`src/hdl/ptrb_pkg.sv`:
```
package ptrb_pkg;

	localparam int ENTRY_DEPTH = 256;
	localparam int BYTE_DEPTH  = 4096;
	localparam int ENTRY_AW    = $clog2(ENTRY_DEPTH);
	localparam int BYTE_AW     = $clog2(BYTE_DEPTH);
	localparam int CNT_W       = 9;
	localparam int LEN_W       = 13;
	localparam int QUEUE_DEPTH = 2;

	localparam logic [CNT_W-1:0] LIMIT_RESET  = CNT_W'(256);
	localparam logic [LEN_W-1:0] BUDGET_RESET = LEN_W'(4096);

	localparam logic REG_ENTRY_LIMIT = 1'b0;
	localparam logic REG_BYTE_BUDGET = 1'b1;

	typedef enum logic [2:0] {
		ST_OK         = 3'd0,
		ST_IGNORED    = 3'd1,
		ST_DROPPED    = 3'd2,
		ST_BAD_INDEX  = 3'd3,
		ST_UNEXPECTED = 3'd4
	} status_t;

	typedef enum logic [1:0] {
		OP_BEGIN   = 2'd0,
		OP_BYTE    = 2'd1,
		OP_READ    = 2'd2,
		OP_UNKNOWN = 2'd3
	} opcode_t;

	typedef enum logic [1:0] {
		CLS_BEGIN,
		CLS_BYTE,
		CLS_READ,
		CLS_INVALID
	} item_class_t;

	typedef enum logic [3:0] {
		BK_IDLE,
		BK_CLOSE,
		BK_CHECK,
		BK_EVICT_RD,
		BK_EVICT_UPD,
		BK_COMMIT,
		BK_BYTE,
		BK_RD_META,
		BK_RD_CHECK,
		BK_RD_DATA,
		BK_EMIT
	} back_state_t;

	typedef struct packed {
		item_class_t  cls;
		logic [15:0]  packet_length;
		logic [1:0]   packet_origin;
		logic         packet_way;
		logic [63:0]  arrival_time;
		logic [7:0]   payload_byte;
		logic [7:0]   entry_index;
		logic [11:0]  byte_offset;
	} item_t;

	typedef struct packed {
		logic [BYTE_AW-1:0] start;
		logic [63:0]        seq;
		logic [1:0]         origin;
		logic               way;
		logic [63:0]        stamp;
	} info_t;

	typedef struct packed {
		logic [CNT_W-1:0] limit;
		logic [LEN_W-1:0] budget;
	} cfg_t;

endpackage

```
`src/hdl/ptrb_if.sv`:
```
interface ptrb_item_if;
	logic        valid;
	logic        ready;
	logic [1:0]  opcode;
	logic [15:0] packet_length;
	logic [1:0]  packet_origin;
	logic        packet_way;
	logic [63:0] arrival_time;
	logic [7:0]  payload_byte;
	logic [7:0]  entry_index;
	logic [11:0] byte_offset;

	modport source (output valid, output opcode, output packet_length, output packet_origin,
		output packet_way, output arrival_time, output payload_byte, output entry_index,
		output byte_offset, input ready);
	modport sink (input valid, input opcode, input packet_length, input packet_origin,
		input packet_way, input arrival_time, input payload_byte, input entry_index,
		input byte_offset, output ready);
endinterface


```
`src/hdl/ptrb_front.sv`:
```
module ptrb_front (
	input  logic           clk,
	input  logic           arst_n,
	ptrb_item_if.sink      item,
	output ptrb_pkg::item_t head,
	output logic           head_valid,
	input  logic           head_pop
);

	localparam int QAW = $clog2(ptrb_pkg::QUEUE_DEPTH);

	ptrb_pkg::item_t slot_q [ptrb_pkg::QUEUE_DEPTH];
	logic [QAW-1:0]  wr_q;
	logic [QAW-1:0]  rd_q;
	logic [QAW:0]    count_q;
	ptrb_pkg::item_t incoming;
	logic            push;

	// classify the opcode once on entry
	always_comb begin
		incoming.packet_length = item.packet_length;
		incoming.packet_origin = item.packet_origin;
		incoming.packet_way    = item.packet_way;
		incoming.arrival_time  = item.arrival_time;
		incoming.payload_byte  = item.payload_byte;
		incoming.entry_index   = item.entry_index;
		incoming.byte_offset   = item.byte_offset;
		case (item.opcode)
			ptrb_pkg::OP_BEGIN: incoming.cls = ptrb_pkg::CLS_BEGIN;
			ptrb_pkg::OP_BYTE:  incoming.cls = ptrb_pkg::CLS_BYTE;
			ptrb_pkg::OP_READ:  incoming.cls = ptrb_pkg::CLS_READ;
			default:            incoming.cls = ptrb_pkg::CLS_INVALID;
		endcase
	end

	assign item.ready = (count_q != (QAW+1)'(ptrb_pkg::QUEUE_DEPTH));
	assign push       = item.valid && item.ready;
	assign head_valid = (count_q != '0);
	assign head       = slot_q[rd_q];

	always_ff @(posedge clk) begin
		if (push) begin
			slot_q[wr_q] <= incoming;
		end
	end

	always_ff @(posedge clk or negedge arst_n) begin
		if (!arst_n) begin
			wr_q    <= '0;
			rd_q    <= '0;
			count_q <= '0;
		end else begin
			if (push) begin
				wr_q <= wr_q + 1'b1;
			end
			if (head_pop) begin
				rd_q <= rd_q + 1'b1;
			end
			case ({push, head_pop})
				2'b10:   count_q <= count_q + 1'b1;
				2'b01:   count_q <= count_q - 1'b1;
				default: count_q <= count_q;
			endcase
		end
	end

endmodule

```
`src/flat_wrapper.sv`:
```
// flat-port wrapper written by rule: the top's interface ports become plain ports
module ptrb_front_flat 
  (clk, arst_n, head, head_valid, head_pop, item_valid, item_opcode, item_packet_length, item_packet_origin, item_packet_way, item_arrival_time, item_payload_byte, item_entry_index, item_byte_offset, item_ready);
  ptrb_item_if item_i ();
  input  logic clk;
  input  logic arst_n;
  output ptrb_pkg::item_t head;
  output logic head_valid;
  input  logic head_pop;
  input wire logic [$bits(item_i.valid)-1:0] item_valid;
  input wire logic [$bits(item_i.opcode)-1:0] item_opcode;
  input wire logic [$bits(item_i.packet_length)-1:0] item_packet_length;
  input wire logic [$bits(item_i.packet_origin)-1:0] item_packet_origin;
  input wire logic [$bits(item_i.packet_way)-1:0] item_packet_way;
  input wire logic [$bits(item_i.arrival_time)-1:0] item_arrival_time;
  input wire logic [$bits(item_i.payload_byte)-1:0] item_payload_byte;
  input wire logic [$bits(item_i.entry_index)-1:0] item_entry_index;
  input wire logic [$bits(item_i.byte_offset)-1:0] item_byte_offset;
  output wire logic [$bits(item_i.ready)-1:0] item_ready;
  assign item_i.valid = item_valid;
  assign item_i.opcode = item_opcode;
  assign item_i.packet_length = item_packet_length;
  assign item_i.packet_origin = item_packet_origin;
  assign item_i.packet_way = item_packet_way;
  assign item_i.arrival_time = item_arrival_time;
  assign item_i.payload_byte = item_payload_byte;
  assign item_i.entry_index = item_entry_index;
  assign item_i.byte_offset = item_byte_offset;
  assign item_ready = item_i.ready;
  ptrb_front u_core (.clk(clk), .arst_n(arst_n), .item(item_i), .head(head), .head_valid(head_valid), .head_pop(head_pop));
endmodule
```
`config.mk`:
```
export PLATFORM = sky130hd
export DESIGN_NAME = ptrb_front_flat
export DESIGN_NICKNAME = d
export VERILOG_FILES = /design/src/hdl/ptrb_pkg.sv /design/src/hdl/ptrb_if.sv /design/src/hdl/ptrb_front.sv /design/src/flat_wrapper.sv
export SDC_FILE = /design/constraint.sdc
export NUM_CORES = 1
export LEC_CHECK = 0
export ABC_AREA = 1
export BUFFER_PORTS_ARGS = -buffer_cell sky130_fd_sc_hd__buf_2
export CAP_MARGIN = 5
export CORE_ASPECT_RATIO = 1.4
export CORE_MARGIN = 2
export CORE_UTILIZATION = 45
export DETAILED_ROUTE_END_ITERATION = 10
export PLACE_DENSITY = 0.7
export SLEW_MARGIN = 0
export SYNTH_ARGS = -nofsm -noshare
export SYNTH_HDL_FRONTEND = slang
export SYNTH_SLANG_ARGS = --single-unit
```
`constraint.sdc`:
```
create_clock -name clk -period 8.5 [get_ports clk]
set_input_delay 0 -clock clk [delete_from_list [all_inputs] [get_ports clk]]
set_output_delay 0 -clock clk [all_outputs]
set_load 0.005 [all_outputs]
```
==> reports/qor.txt, run 1 <==
outcome - completed
R2R Path Start - u_core.count_q[0]
IO Pins - 232
PD cells - 299 nW/um2
Die H - 169 um
Rows - 60
worst r2r path cells - 6
synth warn - 0
first-pass GRT wire length - 27.8 mm
mux contribution to synthesized area - 0%
die area - 20600 um2
Worst-path clk slew - 0.06 ns
CTS H-Tree Depth - 1
post-synthesis xor/xnor area fraction - 0.200%
CP startpoint kind - register
worst skew pair latency - 0.48 ns
Tightest Pin Transition - 1.02 ns
Slew headroom - 31.7%
nets@finish - 1085
Die X - 122 um
CORE AREA - 19100 um2
Vias - 5641
Simple-Gate Fraction of Synth Area - 6.28%
GP Congestion - 0.826
TritonCTS buffer count - 21
post-route ant nets - 0
WHS Path Cells - 2
Adder-Cell Fraction of Synth Area - 0.143%
initial antenna violation count - 4
unrepaired setup endpoints after global routing - no
Hold/Removal Path Class - in2reg
hpwl dp - 10.7 mm
area grow syn2layout - 36.2%
largest net degree at the start of global routing - 94
CTS tree - yes
Achievable Freq - 368 MHz
Seq cells post-synth - 230
post-synthesis sequential area ratio - 78.5%
r2r setup slk - 5.90 ns
final worst-path cycle share - 32.0%
skew final - 0.00991 ns
clk root buf - clkbuf_16
fin. max-slew vios - 0
Vias/cell - 4.58
CP Capture Type - primary output
Post-Syn Area - 8770 um2
max-cap viol count - 0
Overall Global Routing Usage - 17.2%
HP Start - item_byte_offset[10]
clk sinks - 230
critical path class - reg2out
vias in the first global route - 5694
WP data arrival - 2.72 ns
post-CTS setup buffer count - 0
Post-Synthesis Cells - 617
unique cell type count in the Yosys netlist - 20
setup TNS - 0 ns
clock tree buffer depth - 3
Leak - 5.04 nW
Iter 0 DRT Violations - 290
largest family of logic cells by synthesized area - compound AO/OA/AOI/OAI gates
Synth Area in Compound Gates - 7.79%
Post-CTS Hold Buffers - 117
critical path required time - 8.50 ns
Tmin final - 2.72 ns
final core utilization - 62.4%
Net Count, Synth - 735
total power - 3.57 mW
GRT overflow - 0
layout cells sized above 1 - 33.7%
initial core utilization - 45.8%
first-pass iteration count of the detailed router - 4
DRC errors left - 0
crit path max fanout - 93
Peak VDD IR - 0.219 mV
Setup violations, final - 0
Avg Cell Area, Syn - 14.2 um2
Filler Cells Inserted - 1411
worst r2r dst - u_core.slot_q[0][75]
CTS resizes - 0
Final Hold Viols - 0
final WL - 18.1 mm
hold path endpoint - u_core.slot_q[0][10]
IO Port Bufs - 231
WL/cell - 14.7 um
==> area by class of cell <==
cell class	count	area [um2]	share of cell area (%)
antenna	4	10.0	0.0838
clock buffer	22	529	4.43
clock inverter	13	113	0.943
inverter	118	443	3.71
multi-input combinational	242	1280	10.7
sequential	230	6890	57.7
tap	248	310	2.60
timing repair buffer	354	2370	19.9
==> where the power goes <==
group          leakage (nW)  switching, mW  internal, mW  total [mW]
Combinational          2.57          0.628         0.403        1.03
Clock                 0.320          0.373         0.510       0.883
Sequential             2.15          0.111          1.55        1.66
==> critical path, stage by stage (launching register included) <==
cell and delay [ns]:
dfrtp_4 0.88, buf_4 0.76, o21ai_0 0.33, buf_2 0.21
==> synthesized netlist by cell type, drive strengths merged <==
cell type / n / area [um2]
buf: 23 / 156
a21oi: 1 / 5.00
nor2: 3 / 11.3
edfxtp: 226 / 6790
xnor2: 1 / 8.76
xor2: 1 / 8.76
dfrtp: 4 / 100
nand3: 1 / 5.00
clkbuf: 4 / 22.5
nand4: 1 / 6.26
o21ai: 113 / 678
ha: 1 / 12.5
nand2: 120 / 528
inv: 118 / 443
==> cell families after synthesis <==
family                   after synthesis
flip-flops                           230
XOR/XNOR                               2
AND/OR/NAND/NOR                      125
AO/OA/AOI/OAI                        114
buffers and inverters                145
adder cells (fa/ha/maj)                1
==> sequential cells by signal, indices dropped and copies added (netlist names) <==
signal and count:
u_core.count_q 2, u_core.wr_q 1, u_core.slot_q 226, u_core.rd_q 1
==> worst max path at each step <==
| stage | startpoint | slack [ns] | end |
|---|---|---|---|
| final | u_core.rd_q | 5.78 | head[94] |
| after global routing | u_core.rd_q | 5.56 | head[94] |
| after CTS | u_core.rd_q | 5.73 | head[94] |
| after detailed placement | u_core.count_q[0] | 5.90 | u_core.slot_q[0][106] |
| after global placement | u_core.count_q[0] | 5.91 | u_core.slot_q[0][75] |
| after floorplan | u_core.count_q[0] | 2.59 | u_core.slot_q[1][0] |
==> per-layer routing <==
layer | GRT usage (%) | share of wire, % | up-vias
met5 | 0 | 0 | -
met4 | 7.65 | 4.0 | 0
met3 | 3.76 | 6.6 | 47
met2 | 31.4 | 54 | 206
met1 | 18.9 | 36 | 2595
li1 | - | - | 2793
==> per-stage QoR <==
step                worst slack [ns]  cell area (um2)  instances  hold WS [ns]
floorplan                       2.59             8770        617        -0.296
global placement                5.91            10100       1075        -0.189
detailed placement              5.90            10100       1075        -0.188
CTS                             5.73            11900       1227         0.214
global route                    5.56            11900       1231         0.228
finish                          5.78            11900       1231         0.240
==> layout by cell type, fill, tap and decap left out, drive strengths merged, types with 2 or more instances in the layout <==
master       instances
buf                237
edfxtp             226
nand2              120
inv                118
dlygate4sd3        117
o21ai              113
clkbuf              22
clkinv              11
diode                4
dfrtp                4
nor2                 3
bufinv               2
Power figures use the tool's default switching activity.
==> inputs of run 2 (changes only) <==
--- a/config.mk
+++ b/config.mk
@@ -5,7 +5,7 @@
 export SDC_FILE = /design/constraint.sdc
 export NUM_CORES = 1
 export LEC_CHECK = 0
-export ABC_AREA = 1
+export ABC_AREA = 0
 export BUFFER_PORTS_ARGS = -buffer_cell sky130_fd_sc_hd__buf_2
 export CAP_MARGIN = 5
 export CORE_ASPECT_RATIO = 1.4
==> constraint.sdc (replaced) <==
create_clock -name clk -period 2.6 [get_ports clk]
set_input_delay 0 -clock clk [delete_from_list [all_inputs] [get_ports clk]]
set_output_delay 0 -clock clk [all_outputs]
set_load 0.005 [all_outputs]
==> run 2 against run 1 <==
Synthesized cell count fell by 40%. Utilization up 1.1 points. Clock power grew to 3.1 times the previous value. Register-to-register slack worse by 5.2 ns. Setup slack lost 5.2 ns. Die area decreased by 1.9%. Clock-buffer cell count up 2. Clock skew grew 0.0019 ns. Highest routed layer unchanged. Critical endpoint is now head[91]. Non-clock buffer count up 1.
==> reports/qor.txt, run 2 <==
outcome - completed
CORE AREA - 18700 um2
WP data arrival - 2.04 ns
top cell type's share of synthesized area - 78.9%
layout cells sized above 1 - 51.5%
unrepaired setup endpoints after global routing - no
TritonCTS buffer count - 21
GRT overflow - 0
Avg Cell Area, Syn - 23.2 um2
Slew headroom - 56.7%
Die H - 168 um
PD cells - 989 nW/um2
critical path class - reg2out
vias in the first global route - 5117
initial core utilization - 46.0%
max-cap viol count - 0
Slowest-stage cell, CP - dfrtp_4
final WL - 16.9 mm
critical path required time - 2.60 ns
Tightest Pin Transition - 0.649 ns
setup TNS - 0 ns
CTS H-Tree Depth - 1
slowest stage delay, CP - 0.58 ns
nets@finish - 851
Synth area leaders - edfxtp_1 (79%), mux2_4 (10%), mux2_2 (6.9%)
WL/cell - 17.1 um
Overall Global Routing Usage - 16.4%
IO Port Bufs - 231
most frequent cell after synthesis - edfxtp_1
hpwl dp - 10.3 mm
leading cell type in the layout, fill and taps excluded - buf_2
post-synthesis sequential area ratio - 80.1%
largest net degree at the start of global routing - 65
total power - 11.7 mW
area grow syn2layout - 38.0%
IO Pins - 232
skew final - 0.0119 ns
Async SR Flop Fraction - 1.74%
Post-synth top cells - edfxtp_1 (226), mux2_4 (60), mux2_2 (53)
Peak VDD IR - 0.727 mV
clock tree buffer depth - 3
Post-Syn Area - 8600 um2
Hold WS - 0.238 ns
Net Count, Synth - 488
Sw Share - 26.7%
synth warn - 0
Post-synth EDFFs - 226
clk root buf - clkbuf_16
CP startpoint kind - register
CP Capture Type - primary output
Worst-path clk slew - 0.06 ns
Hold/Removal Path Class - in2reg
crit path max fanout - 27
Critical Path, Cell by Cell - buf_4 -> mux2_2 -> buf_2
ys flop type - edfxtp_1
Die X - 121 um
commonest cells after routing, fill and taps aside - buf_2 (231), edfxtp_1 (226), dlygate4sd3_1 (117)
Int Power - 8.60 mW
fin. max-slew vios - 0
Seq cells post-synth - 230
CTS resizes - 0
family with the most delay on the worst path - buffers and inverters
Post-Synthesis Cells - 370
Tmin final - 2.04 ns
Vias/cell - 4.75
unique cell type count in the Yosys netlist - 16
area leader, netlist - edfxtp_1
Switch Pwr - 3.12 mW
Flop pwr share - 45.5%
worst skew pair latency - 0.48 ns
Setup violations, final - 0
first-pass iteration count of the detailed router - 4
Top Registers - u_core.slot_q x226, u_core.count_q x2
Rows - 59
Iter 0 DRT Violations - 267
Vias - 4700
clk sinks - 230
Biggest register - u_core.slot_q
GP Congestion - 0.737
Leak - 4.64 nW
final worst-path cycle share - 78.4%
Clock power frac - 23.6%
Final Hold Viols - 0
post-route ant nets - 0
max reg flops - 226
initial antenna violation count - 1
DRC errors left - 0
Finished Cell Area - 11900 um2
Comb pwr share - 30.9%
Achievable Freq - 490 MHz
Buffers & Inverters on Critical Path - 2
first-pass GRT wire length - 25.9 mm
CTS tree - yes
die area - 20200 um2
DP Area - 10100 um2
run 2: worst paths after layout:
path,endpoint,start,slack (ns),depth (start not counted)
min reg2reg,u_core.count_q[0],u_core.count_q[0],0.57,1
max reg2reg,u_core.slot_q[1][98],u_core.count_q[0],0.73,3
min in group asynchronous,u_core.count_q[1],arst_n,0.43,3
min,u_core.slot_q[1][21],item_payload_byte[1],0.24,2
max in group asynchronous,u_core.rd_q,arst_n,1.97,3
max,head[91],u_core.rd_q,0.56,3
run 2: kinds of logic (layout without fill, tap and decap cells):
logic type	count (synthesis)	count (layout)	share of synthesized area (%)
other cells	0	1	0
simple gates	6	6	0.349
mux	113	113	17.4
xor+xnor	5	5	0.509
flops	230	230	80.1
fa+ha+maj	1	1	0.146
buf+inv	15	389	1.47
run 2: metrics by stage:
stage	util (%)	worst slack (ns)	cells
2_1_floorplan	-	-0.101	370
3_3_place_gp	54.0	0.828	837
3_5_place_dp	54.0	0.778	837
4_1_cts	63.5	0.504	988
5_1_grt	63.5	0.460	989
6_report	63.5	0.561	989
run 2: cell type report:
cell class                      instances  area, um2
Multi-Input combinational cell        125       1610
Antenna cell                            1       2.50
Clock buffer                           24        537
Clock inverter                         10       71.3
Sequential cell                       230       6890
Tap cell                              244        305
Fill cell                            1273       6820
Timing Repair Buffer                  355       2440
run 2: worst reg2reg max path, cell delays in order, from the launching register on:
cell and delay [ns]:
dfrtp_1 0.43, nand2b_4 0.20, and3_4 0.53, buf_12 0.34
run 2: what timing repair did:
| action | 4_1_cts | 5_1_grt |
|---|---|---|
| setup endpoints to repair | 0 | 0 |
| hold endpoints to repair | 234 | 0 |
| hold buffers | 117 | 0 |
| setup buffers | 0 | 0 |
run 2: power by group through the flow:
| stage | sequential (mW) | combinational [mW] | clock (mW) |
|---|---|---|---|
| CTS | 5.33 | 3.68 | 2.85 |
| global placement | 5.35 | 3.46 | 0 |
| global route | 5.40 | 3.92 | 3.00 |
| floorplan | 5.32 | 2.29 | 0 |
| finish | 5.34 | 3.62 | 2.77 |
| detailed placement | 5.41 | 3.52 | 0 |
run 2: layer usage:
| layer | share of wire, % | track usage [%] |
|---|---|---|
| met5 | 0 | 0 |
| met4 | 2.9 | 6.32 |
| met3 | 6.1 | 3.75 |
| met2 | 54 | 30.0 |
| met1 | 37 | 18.2 |
